**config.mk**
```make
export PLATFORM = sky130hd
export DESIGN_NAME = esc_command_watchdog_mapper
export DESIGN_NICKNAME = d
export VERILOG_FILES = /design/src/rtl/esccwm_pkg.sv /design/src/rtl/esc_command_watchdog_mapper.sv
export SDC_FILE = /design/constraint.sdc
export NUM_CORES = 2
export LEC_CHECK = 0
export ABC_AREA = 1
export BUFFER_PORTS_ARGS = -buffer_cell sky130_fd_sc_hd__buf_2
export CORE_MARGIN = 5
export CORE_UTILIZATION = 60
export CTS_CLUSTER_SIZE = 40
export DETAILED_ROUTE_END_ITERATION = 16
export GPL_TIMING_DRIVEN = 0
export PLACE_DENSITY = 0.77
export SYNTH_ARGS = -nofsm -noshare
export SYNTH_HDL_FRONTEND = slang
export SYNTH_SLANG_ARGS = --single-unit
```
**constraint.sdc**
```tcl
create_clock -name clk -period 9.3 [get_ports clk]
set_clock_uncertainty 0.1 [all_clocks]
set_input_delay 0.465 -clock clk [delete_from_list [all_inputs] [get_ports clk]]
set_output_delay 0.465 -clock clk [all_outputs]
set_load 0.1 [all_outputs]
```
**src/rtl/esccwm_pkg.sv**
```systemverilog
// Shared types, constants and the divider step for the command watchdog mapper.
package esccwm_pkg;

	// Field widths of the channel beats and the configuration port.
	localparam int unsigned CH_W      = 2;
	localparam int unsigned STAMP_W   = 32;
	localparam int unsigned CMD_W     = 14;
	localparam int unsigned PULSE_W   = 16;
	localparam int unsigned CNT_W     = 8;
	localparam int unsigned FLAGS_W   = 4;
	localparam int unsigned CFG_IDX_W = 3;
	localparam int unsigned CFG_DAT_W = 16;

	// Divider geometry: a 32-bit magnitude, two quotient bits per cycle.
	localparam int unsigned DIV_NUM_W   = 32;
	localparam int unsigned DIV_DEN_W   = 14;
	localparam int unsigned DIV_CYCLES  = DIV_NUM_W / 2;
	localparam int unsigned DIV_CNT_W   = $clog2(DIV_CYCLES);

	// Counter saturation value.
	localparam logic [CNT_W-1:0] CNT_MAX = '1;

	// Register reset values.
	localparam logic [CMD_W-1:0]   CMD_MIN_RST       = 14'sd0;
	localparam logic [CMD_W-1:0]   CMD_MAX_RST       = 14'sd8191;
	localparam logic [PULSE_W-1:0] PULSE_MIN_RST     = 16'd24286;
	localparam logic [PULSE_W-1:0] PULSE_MAX_RST     = 16'd48571;
	localparam logic [CNT_W-1:0]   FAIL_LIMIT_RST    = 8'd3;
	localparam logic [CNT_W-1:0]   RECOVER_LIMIT_RST = 8'd200;

	// Configuration register indexes.
	typedef enum logic [CFG_IDX_W-1:0] {
		CFG_CMD_MIN       = 3'd0,
		CFG_CMD_MAX       = 3'd1,
		CFG_PULSE_MIN     = 3'd2,
		CFG_PULSE_MAX     = 3'd3,
		CFG_FAIL_LIMIT    = 3'd4,
		CFG_RECOVER_LIMIT = 3'd5
	} cfg_reg_t;

	// One channel record in the state memory.
	typedef struct packed {
		logic [STAMP_W-1:0] stamp;
		logic [CNT_W-1:0]   miss;
		logic [CNT_W-1:0]   good;
	} chan_entry_t;

	// Result of one restoring division step.
	typedef struct packed {
		logic [DIV_DEN_W-1:0] rem;
		logic                 q;
	} div_step_t;

	// One restoring step: shift in a numerator bit, subtract when it fits.
	function automatic div_step_t div_step(input logic [DIV_DEN_W-1:0] rem,
			input logic nbit, input logic [DIV_DEN_W-1:0] den);
		logic [DIV_DEN_W:0] trial;
		div_step_t          res;
		trial = {rem, nbit};
		if (trial >= {1'b0, den}) begin
			res.rem = DIV_DEN_W'(trial - {1'b0, den});
			res.q   = 1'b1;
		end else begin
			res.rem = trial[DIV_DEN_W-1:0];
			res.q   = 1'b0;
		end
		return res;
	endfunction

endpackage

```
**src/rtl/esc_command_watchdog_mapper.sv**
```systemverilog
// Command watchdog with failsafe and linear PWM mapping, top level.
//
// Each input beat (channel, update_stamp, command) is one periodic check of a
// motor channel. The block compares the stamp with the one stored for that
// channel in a small state memory and returns exactly one output beat: the
// channel, whether a compare value must be written, the compare value, the
// channel's error flag and the error flags of all channels.
// Both channels use valid and stall; a beat moves when valid is high and
// stall is low. One check is processed at a time: in_stall is high from the
// cycle after acceptance until the result is loaded into the output register.
// From acceptance, a miss, an absent channel or a zero input span passes through
// the evaluate and done states; a mapped command passes through evaluate,
// multiply, absolute value, divide, fix-up and done. The serial divider
// retires two quotient bits per cycle.
// A finished result waits in the output register while the receiver stalls;
// the next check is accepted meanwhile, and its result is held back until
// the output register is free.
// Reset clears all stored stamps, counters and error flags (through per-entry
// valid bits) and loads the register reset values. Configuration writes are
// to be made only while the block is idle; the block itself does not enforce this.
module esc_command_watchdog_mapper
	import esccwm_pkg::*;
#(
	parameter int unsigned CHANNELS = 4
) (
	input  logic                        clk,
	input  logic                        arst_n,
	// Configuration write port
	input  logic                        cfg_write,
	input  logic [CFG_IDX_W-1:0]        cfg_index,
	input  logic [CFG_DAT_W-1:0]        cfg_data,
	// Input channel
	input  logic                        in_valid,
	output logic                        in_stall,
	input  logic [CH_W-1:0]             channel,
	input  logic [STAMP_W-1:0]          update_stamp,
	input  logic signed [CMD_W-1:0]     command,
	// Output channel
	output logic                        out_valid,
	input  logic                        out_stall,
	output logic [CH_W-1:0]             out_channel,
	output logic                        write_pulse,
	output logic [PULSE_W-1:0]          pulse,
	output logic                        channel_error,
	output logic [FLAGS_W-1:0]          error_flags
);

	// Only channels reachable through the 2-bit index get storage.
	localparam int unsigned DEPTH  = (CHANNELS < (1 << CH_W)) ? CHANNELS : (1 << CH_W);
	localparam int unsigned ADDR_W = (DEPTH > 1) ? $clog2(DEPTH) : 1;
	localparam logic [CH_W:0] DEPTH_C = (CH_W + 1)'(DEPTH);

	typedef enum logic [2:0] {
		S_IDLE,
		S_EVAL,
		S_MUL,
		S_ABS,
		S_DIV,
		S_FIX,
		S_DONE
	} state_t;

	state_t state_q;

	// Registers
	logic signed [CMD_W-1:0]  cmd_min_q;
	logic signed [CMD_W-1:0]  cmd_max_q;
	logic [PULSE_W-1:0]       pulse_min_q;
	logic [PULSE_W-1:0]       pulse_max_q;
	logic [CNT_W-1:0]         fail_limit_q;
	logic [CNT_W-1:0]         recover_limit_q;

	// Request held for the duration of one check
	logic [CH_W-1:0]          ch_q;
	logic [STAMP_W-1:0]       stamp_q;
	logic signed [CMD_W-1:0]  cmd_q;

	// State memory, its read register and per-entry valid bits
	chan_entry_t              mem [DEPTH];
	chan_entry_t              rd_entry_s1;
	logic [DEPTH-1:0]         ent_valid_q;
	logic [DEPTH-1:0]         fault_q;

	// Mapping datapath
	logic signed [PULSE_W-1:0]   diff_q;
	logic signed [2*PULSE_W:0]   prod_q;
	logic [DIV_NUM_W-1:0]        num_q;
	logic [DIV_DEN_W-1:0]        den_q;
	logic [DIV_DEN_W-1:0]        rem_q;
	logic                        quot_neg_q;
	logic [DIV_CNT_W-1:0]        div_cnt_q;

	// Result waiting for the output register
	logic                     res_write_q;
	logic [PULSE_W-1:0]       res_pulse_q;

	// Output register
	logic                     out_valid_q;
	logic [CH_W-1:0]          out_channel_q;
	logic                     write_pulse_q;
	logic [PULSE_W-1:0]       pulse_q;
	logic                     channel_error_q;
	logic [FLAGS_W-1:0]       error_flags_q;

	logic                     in_beat;
	logic [ADDR_W-1:0]        addr;
	logic [ADDR_W-1:0]        in_addr;
	logic                     present;
	logic                     in_present;
	chan_entry_t              cur_entry;
	chan_entry_t              new_entry;
	logic                     is_new;
	logic [CNT_W-1:0]         good_next;
	logic [CNT_W-1:0]         miss_next;
	logic [DEPTH-1:0]         fault_next;
	logic                     fail_hit;
	logic [CMD_W:0]           mag;
	logic signed [PULSE_W-1:0] diff_next;
	logic signed [PULSE_W:0]  span_out;
	logic signed [CMD_W:0]    span_in;
	logic                     mem_we;
	div_step_t                dstep_a;
	div_step_t                dstep_b;
	logic signed [DIV_NUM_W+1:0] quot_s;
	logic signed [DIV_NUM_W+1:0] mapped;
	logic [PULSE_W-1:0]       clamped;
	logic                     out_free;
	logic [FLAGS_W-1:0]       flags_now;

	assign in_beat    = in_valid && !in_stall;
	assign in_stall   = (state_q != S_IDLE);
	assign in_addr    = channel[ADDR_W-1:0];
	assign in_present = ({1'b0, channel} < DEPTH_C);
	assign addr       = ch_q[ADDR_W-1:0];
	assign present    = ({1'b0, ch_q} < DEPTH_C);
	assign out_free   = !out_valid_q || !out_stall;

	// Spans of the linear map, from the registers that stay put during a check.
	assign span_in  = {cmd_max_q[CMD_W-1], cmd_max_q} - {cmd_min_q[CMD_W-1], cmd_min_q};
	assign span_out = $signed({1'b0, pulse_max_q}) - $signed({1'b0, pulse_min_q});

	// Read-modify-write of the addressed channel record.
	always_comb begin
		cur_entry  = ent_valid_q[addr] ? rd_entry_s1 : '0;
		is_new     = (stamp_q != cur_entry.stamp);
		good_next  = (cur_entry.good == CNT_MAX) ? CNT_MAX : cur_entry.good + 1'b1;
		miss_next  = (cur_entry.miss == CNT_MAX) ? CNT_MAX : cur_entry.miss + 1'b1;
		fail_hit   = (miss_next >= fail_limit_q);
		new_entry  = cur_entry;
		fault_next = fault_q;
		if (is_new) begin
			new_entry.stamp = stamp_q;
			new_entry.miss  = '0;
			new_entry.good  = good_next;
			if (good_next > recover_limit_q) begin
				fault_next[addr] = 1'b0;
			end
		end else begin
			new_entry.good = '0;
			new_entry.miss = miss_next;
			if (fail_hit) begin
				fault_next[addr] = 1'b1;
			end
		end
		mem_we = (state_q == S_EVAL) && present;
	end

	// Command magnitude and its offset from cmd_min.
	assign mag       = cmd_q[CMD_W-1] ? ((CMD_W + 1)'(0) - {cmd_q[CMD_W-1], cmd_q})
	                                  : {1'b0, cmd_q};
	assign diff_next = $signed({1'b0, mag}) - $signed({{2{cmd_min_q[CMD_W-1]}}, cmd_min_q});

	// Two restoring steps per divider cycle.
	assign dstep_a = div_step(rem_q, num_q[DIV_NUM_W-1], den_q);
	assign dstep_b = div_step(dstep_a.rem, num_q[DIV_NUM_W-2], den_q);

	// Signed quotient plus pulse_min, clamped to the compare range.
	always_comb begin
		quot_s = quot_neg_q ? -$signed({2'b00, num_q}) : $signed({2'b00, num_q});
		mapped = quot_s + $signed({{(DIV_NUM_W + 2 - PULSE_W){1'b0}}, pulse_min_q});
		if (mapped[DIV_NUM_W+1]) begin
			clamped = '0;
		end else if (|mapped[DIV_NUM_W:PULSE_W]) begin
			clamped = '1;
		end else begin
			clamped = mapped[PULSE_W-1:0];
		end
	end

	// Error flags of all channels as seen on the output.
	always_comb begin
		flags_now = '0;
		for (int i = 0; i < DEPTH; i++) begin
			flags_now[i] = fault_q[i];
		end
	end

	// Configuration registers.
	always_ff @(posedge clk or negedge arst_n) begin
		if (!arst_n) begin
			cmd_min_q       <= CMD_MIN_RST;
			cmd_max_q       <= CMD_MAX_RST;
			pulse_min_q     <= PULSE_MIN_RST;
			pulse_max_q     <= PULSE_MAX_RST;
			fail_limit_q    <= FAIL_LIMIT_RST;
			recover_limit_q <= RECOVER_LIMIT_RST;
		end else if (cfg_write) begin
			case (cfg_reg_t'(cfg_index))
				CFG_CMD_MIN:       cmd_min_q       <= cfg_data[CMD_W-1:0];
				CFG_CMD_MAX:       cmd_max_q       <= cfg_data[CMD_W-1:0];
				CFG_PULSE_MIN:     pulse_min_q     <= cfg_data[PULSE_W-1:0];
				CFG_PULSE_MAX:     pulse_max_q     <= cfg_data[PULSE_W-1:0];
				CFG_FAIL_LIMIT:    fail_limit_q    <= cfg_data[CNT_W-1:0];
				CFG_RECOVER_LIMIT: recover_limit_q <= cfg_data[CNT_W-1:0];
				default: begin
				end
			endcase
		end
	end

	// State memory: one write port, one registered read port.
	always_ff @(posedge clk) begin
		if (mem_we) begin
			mem[addr] <= new_entry;
		end
		if (in_beat && in_present) begin
			rd_entry_s1 <= mem[in_addr];
		end
	end

	// Request capture and the mapping datapath.
	always_ff @(posedge clk) begin
		if (in_beat) begin
			ch_q    <= channel;
			stamp_q <= update_stamp;
			cmd_q   <= command;
		end
		case (state_q)
			S_EVAL: begin
				diff_q <= diff_next;
			end
			S_MUL: begin
				prod_q <= $signed({{(PULSE_W + 1){diff_q[PULSE_W-1]}}, diff_q})
				        * $signed({{PULSE_W{span_out[PULSE_W]}}, span_out});
			end
			S_ABS: begin
				quot_neg_q <= prod_q[2*PULSE_W] ^ span_in[CMD_W];
				num_q      <= prod_q[2*PULSE_W] ? DIV_NUM_W'((2*PULSE_W + 1)'(0) - prod_q)
				                                : prod_q[DIV_NUM_W-1:0];
				den_q      <= span_in[CMD_W] ? DIV_DEN_W'((CMD_W + 1)'(0) - span_in)
				                             : span_in[DIV_DEN_W-1:0];
				rem_q      <= '0;
			end
			S_DIV: begin
				num_q <= {num_q[DIV_NUM_W-3:0], dstep_a.q, dstep_b.q};
				rem_q <= dstep_b.rem;
			end
			default: begin
			end
		endcase
	end

	// Sequencer, watchdog flags and the output register.
	always_ff @(posedge clk or negedge arst_n) begin
		if (!arst_n) begin
			state_q         <= S_IDLE;
			ent_valid_q     <= '0;
			fault_q         <= '0;
			div_cnt_q       <= '0;
			res_write_q     <= 1'b0;
			res_pulse_q     <= '0;
			out_valid_q     <= 1'b0;
			out_channel_q   <= '0;
			write_pulse_q   <= 1'b0;
			pulse_q         <= '0;
			channel_error_q <= 1'b0;
			error_flags_q   <= '0;
		end else begin
			// A taken beat empties the output register unless a new one loads it.
			if (out_valid_q && !out_stall && state_q != S_DONE) begin
				out_valid_q <= 1'b0;
			end
			case (state_q)
				S_IDLE: begin
					if (in_beat) begin
						state_q <= S_EVAL;
					end
				end
				S_EVAL: begin
					if (present) begin
						ent_valid_q[addr] <= 1'b1;
						fault_q           <= fault_next;
					end
					res_write_q <= present && (is_new || fail_hit);
					res_pulse_q <= (present && is_new && span_in == '0) ? pulse_min_q : '0;
					if (present && is_new && span_in != '0) begin
						state_q <= S_MUL;
					end else begin
						state_q <= S_DONE;
					end
				end
				S_MUL: begin
					state_q <= S_ABS;
				end
				S_ABS: begin
					div_cnt_q <= '0;
					state_q   <= S_DIV;
				end
				S_DIV: begin
					div_cnt_q <= div_cnt_q + 1'b1;
					if (div_cnt_q == DIV_CNT_W'(DIV_CYCLES - 1)) begin
						state_q <= S_FIX;
					end
				end
				S_FIX: begin
					res_pulse_q <= clamped;
					state_q     <= S_DONE;
				end
				S_DONE: begin
					if (out_free) begin
						out_valid_q     <= 1'b1;
						out_channel_q   <= ch_q;
						write_pulse_q   <= res_write_q;
						pulse_q         <= res_pulse_q;
						channel_error_q <= present && fault_q[addr];
						error_flags_q   <= flags_now;
						state_q         <= S_IDLE;
					end
				end
				default: begin
					state_q <= S_IDLE;
				end
			endcase
		end
	end

	assign out_valid     = out_valid_q;
	assign out_channel   = out_channel_q;
	assign write_pulse   = write_pulse_q;
	assign pulse         = pulse_q;
	assign channel_error = channel_error_q;
	assign error_flags   = error_flags_q;

	// An accepted beat closes the input until its result is handed over.
	a_busy_after_accept: assert property (@(posedge clk) disable iff (!arst_n)
		in_beat |=> in_stall)
		else $error("input accepted again while a check was in progress");

	// A nonzero compare value is only ever reported together with a write.
	a_pulse_needs_write: assert property (@(posedge clk) disable iff (!arst_n)
		(out_valid && pulse != '0) |-> write_pulse)
		else $error("nonzero pulse without write_pulse");

	// The channel flag agrees with its bit in the flag vector.
	a_flag_consistent: assert property (@(posedge clk) disable iff (!arst_n)
		(out_valid && channel_error) |-> error_flags[out_channel])
		else $error("channel_error set but its flag bit is clear");

	// When its step counter reaches the last step, the divider hands over to the state that finishes the map.
	a_div_ends: assert property (@(posedge clk) disable iff (!arst_n)
		(state_q == S_DIV && div_cnt_q == DIV_CNT_W'(DIV_CYCLES - 1)) |=> (state_q == S_FIX))
		else $error("divider did not hand over to the final stage");

endmodule

```
==> out/metrics.cfg <==
[routing]
routedWlPerCell_um = 17.88
first_pass_iters = 6
drc_errors = 0
viasPerCell = 5.564
antenna_left = 0
wl_mm = 92.65
drt_iter0_drc = 2683
via_count = 28840

[worst_setup_path]
cp_max_fo = 10
crit_arrival_ns = 9.21
critPathMaxStageDelay_ns = 0.65
required_ns = 9.55
slowest_stage = fa_2
startpoint_type = flip-flop
end_kind = flip-flop
critPathKind = reg2reg
worst-r2r-cell-count = 36

[cells_and_area]
fill_cells = 4850
fin_cells = 5183
synthToLayoutAreaGrowth_pct = 11.20
drive_gt1_share_pct = 9.204
layout.nets = 4840
fin_util_pct = 67.10

[floorplan]
start_util_pct = 60.34
die_y_um = 261.2
fp-row-count = 92
core_um2 = 62740
die-width_um = 261.2
io_pins = 98
dieArea_um2 = 68220

[global_routing]
grt_max_degree = 102
grt_pass1_wl_mm = 147.3
grt-ovfl-total = 0
track_usage_pct = 27.15
antenna_found_initial = 2
grt_pass1_vias = 28370

[clock_network]
cts_max_path_buffers = 3
htreeDepth = 2
cts_sinks = 531
clk_latency_ns = 0.63
tritoncts = done
cts_inserted_buffers = 54
cts-root-buf = clkbuf_16
clkTransAtPathRegs_ns = 0.06

[placement]
gp_congestion = 0.9683
dpl_worst_slack_ns = -0.05414
dp.cells = 5027
io_buffers = 97
hpwlAfterDp_mm = 71.40

[timing]
fin_crit_sh_pct = 96.26
tns_ns = 0
slew_violations = 0
setup_slack_ns = 0.3480
min_period_ns = 8.952
hold_viol = 0
worst_pin_slew_ns = 1.029
fmax_mhz = 111.7
slew_headroom_pct = 30.89
setup_violations = 0

[synthesis]
netlist_area_um2 = 37860
ys_top_cells_by_count = nand2_1, inv_1, nor2_1
syn_avg_cell_area_um2 = 9.331
ys_seq_elements = 531
ys_seq_area_share_pct = 40.50
yosys-top-cells-area = edfxtp_1, fa_1, nand2_1
synth_largest_area_cell = edfxtp_1
yosys.cell_count.top_type = nand2_1
ys_types = 62
netlist.area_leader.share_pct = 31.57
synth_nets = 4607
syn_inst = 4057
async_flop_share_pct = 25.05
synth_edf_count = 398
ys.flop_type = edfxtp_1
yosysWarnings = 0

[outcome]
outcome = finished clean

[min_path]
hold_path_depth = 1
hp-class = in2reg

[job]
maxCapViolCount = 0

[sequential cells by signal, indices dropped and copies added (netlist names), 16 cells and up, named ones only]
| register | count |
|---|---|
| mem | 192 |
| rd_entry_s1 | 48 |
| prod_q | 33 |
| num_q | 32 |
| stamp_q | 32 |
| diff_q | 16 |
| pulse | 16 |
| pulse_max_q | 16 |
| pulse_min_q | 16 |
| res_pulse_q | 16 |
[cells by family (layout without fill, tap and decap cells)]
kind of cell	Yosys count	count (layout)	synth area share (%)
fa+ha+maj	478	478	21.39
flops	531	531	40.50
buf+inv	783	1061	7.942
simple gates	1453	1453	16.56
xor+xnor	205	205	4.743
compound gates	606	606	8.851
other cells	1	3	0.009906
[worst max-delay path, delay by kind of cell (launching register included)]
family / cells / cell delay (ns)
buffers and inverters: 7 / 0.82
adder cells (fa/ha/maj): 8 / 4.02
AND/OR/NAND/NOR: 11 / 1.38
XOR/XNOR: 1 / 0.17
flip-flops: 1 / 0.62
AO/OA/AOI/OAI: 9 / 1.56
[layer usage]
layer	GRT usage [%]	up-vias	wire length [um]
li1	-	13580	-
met4	8.161	0	3033
met5	0	-	0
met2	44.79	1089	44370
met1	37.60	13990	38270
met3	4.454	179	6972
[layout by cell type (no fill, tap or decap), types with 7 or more instances in the layout]
master / synthesis / routed
nor3_1: 38 / 33
a21oi_1: 150 / 150
nor2_1: 416 / 413
dfrtp_1: 92 / 92
or2_2: 30 / 30
a21o_1: 7 / 7
dfstp_2: 41 / 41
o21ai_1: 10 / 11
nand3_2: 9 / 9
clkbuf_16: 0 / 55
xor2_1: 123 / 122
dlygate4sd3_1: 1 / 50
nand3b_1: 11 / 11
nand4_1: 33 / 33
nand3_1: 119 / 119
nand2_4: 13 / 14
clkbuf_1: 116 / 126
nor4_1: 11 / 10
ha_1: 196 / 196
edfxtp_1: 398 / 398
a31oi_1: 7 / 7
o21bai_1: 18 / 18
buf_2: 7 / 102
nand2_2: 22 / 24
xnor2_1: 82 / 79
nand2_1: 720 / 717
o21ai_0: 301 / 300
buf_6: 6 / 25
fa_1: 282 / 280
o21ai_2: 8 / 8
clkinv_2: 0 / 11
o31ai_1: 11 / 11
o22ai_1: 62 / 62
nor2_4: 6 / 8
clkinv_1: 9 / 17
nor2_2: 10 / 11
inv_1: 635 / 635
[layout make-up]
cell class / instances / area [um^2] / share of cell area, %
clock inverter: 31 / 211.5 / 0.5023
clock buffer: 70 / 1446 / 3.436
sequential: 531 / 15330 / 36.42
inverter: 647 / 2436 / 5.787
timing repair buffer: 177 / 1393 / 3.308
tap: 846 / 1059 / 2.515
multi-input combinational: 2743 / 19630 / 46.63
buffer: 136 / 584.3 / 1.388
antenna: 2 / 5.005 / 0.01189
[final timing paths]
check,start,end,slack (ns)
setup / recovery,pulse_min_q[3],prod_q[31],0.35
setup reg to reg,pulse_min_q[3],prod_q[31],0.35
max in group asynchronous,arst_n,pulse_max_q[1],8.07
hold reg to reg,res_pulse_q[2],pulse[2],0.37
min in group asynchronous,arst_n,pulse[5],0.21
hold / removal,channel[1],addr[1],0.03
[per-stage QoR]
stage,hold slack (ns),area (um^2)
floorplan,0.06941,37860
global placement,0.3535,39400
detailed placement,0.2672,39830
CTS,0.0008504,41990
global route,0.01692,42090
finish,0.03352,42090
[repair_timing]
item                                   4_1_cts  5_1_grt
gates resized for setup                      4       21
buffers inserted                             0        4
pin swaps                                    0        2
setup endpoints to repair                    2        7
endpoints found under the hold margin       80        0
hold buffers                                49        0
Power is left out: the tool's default activity adds up to more than one toggle a clock period on the data nets, which glitch-free logic cannot reach.
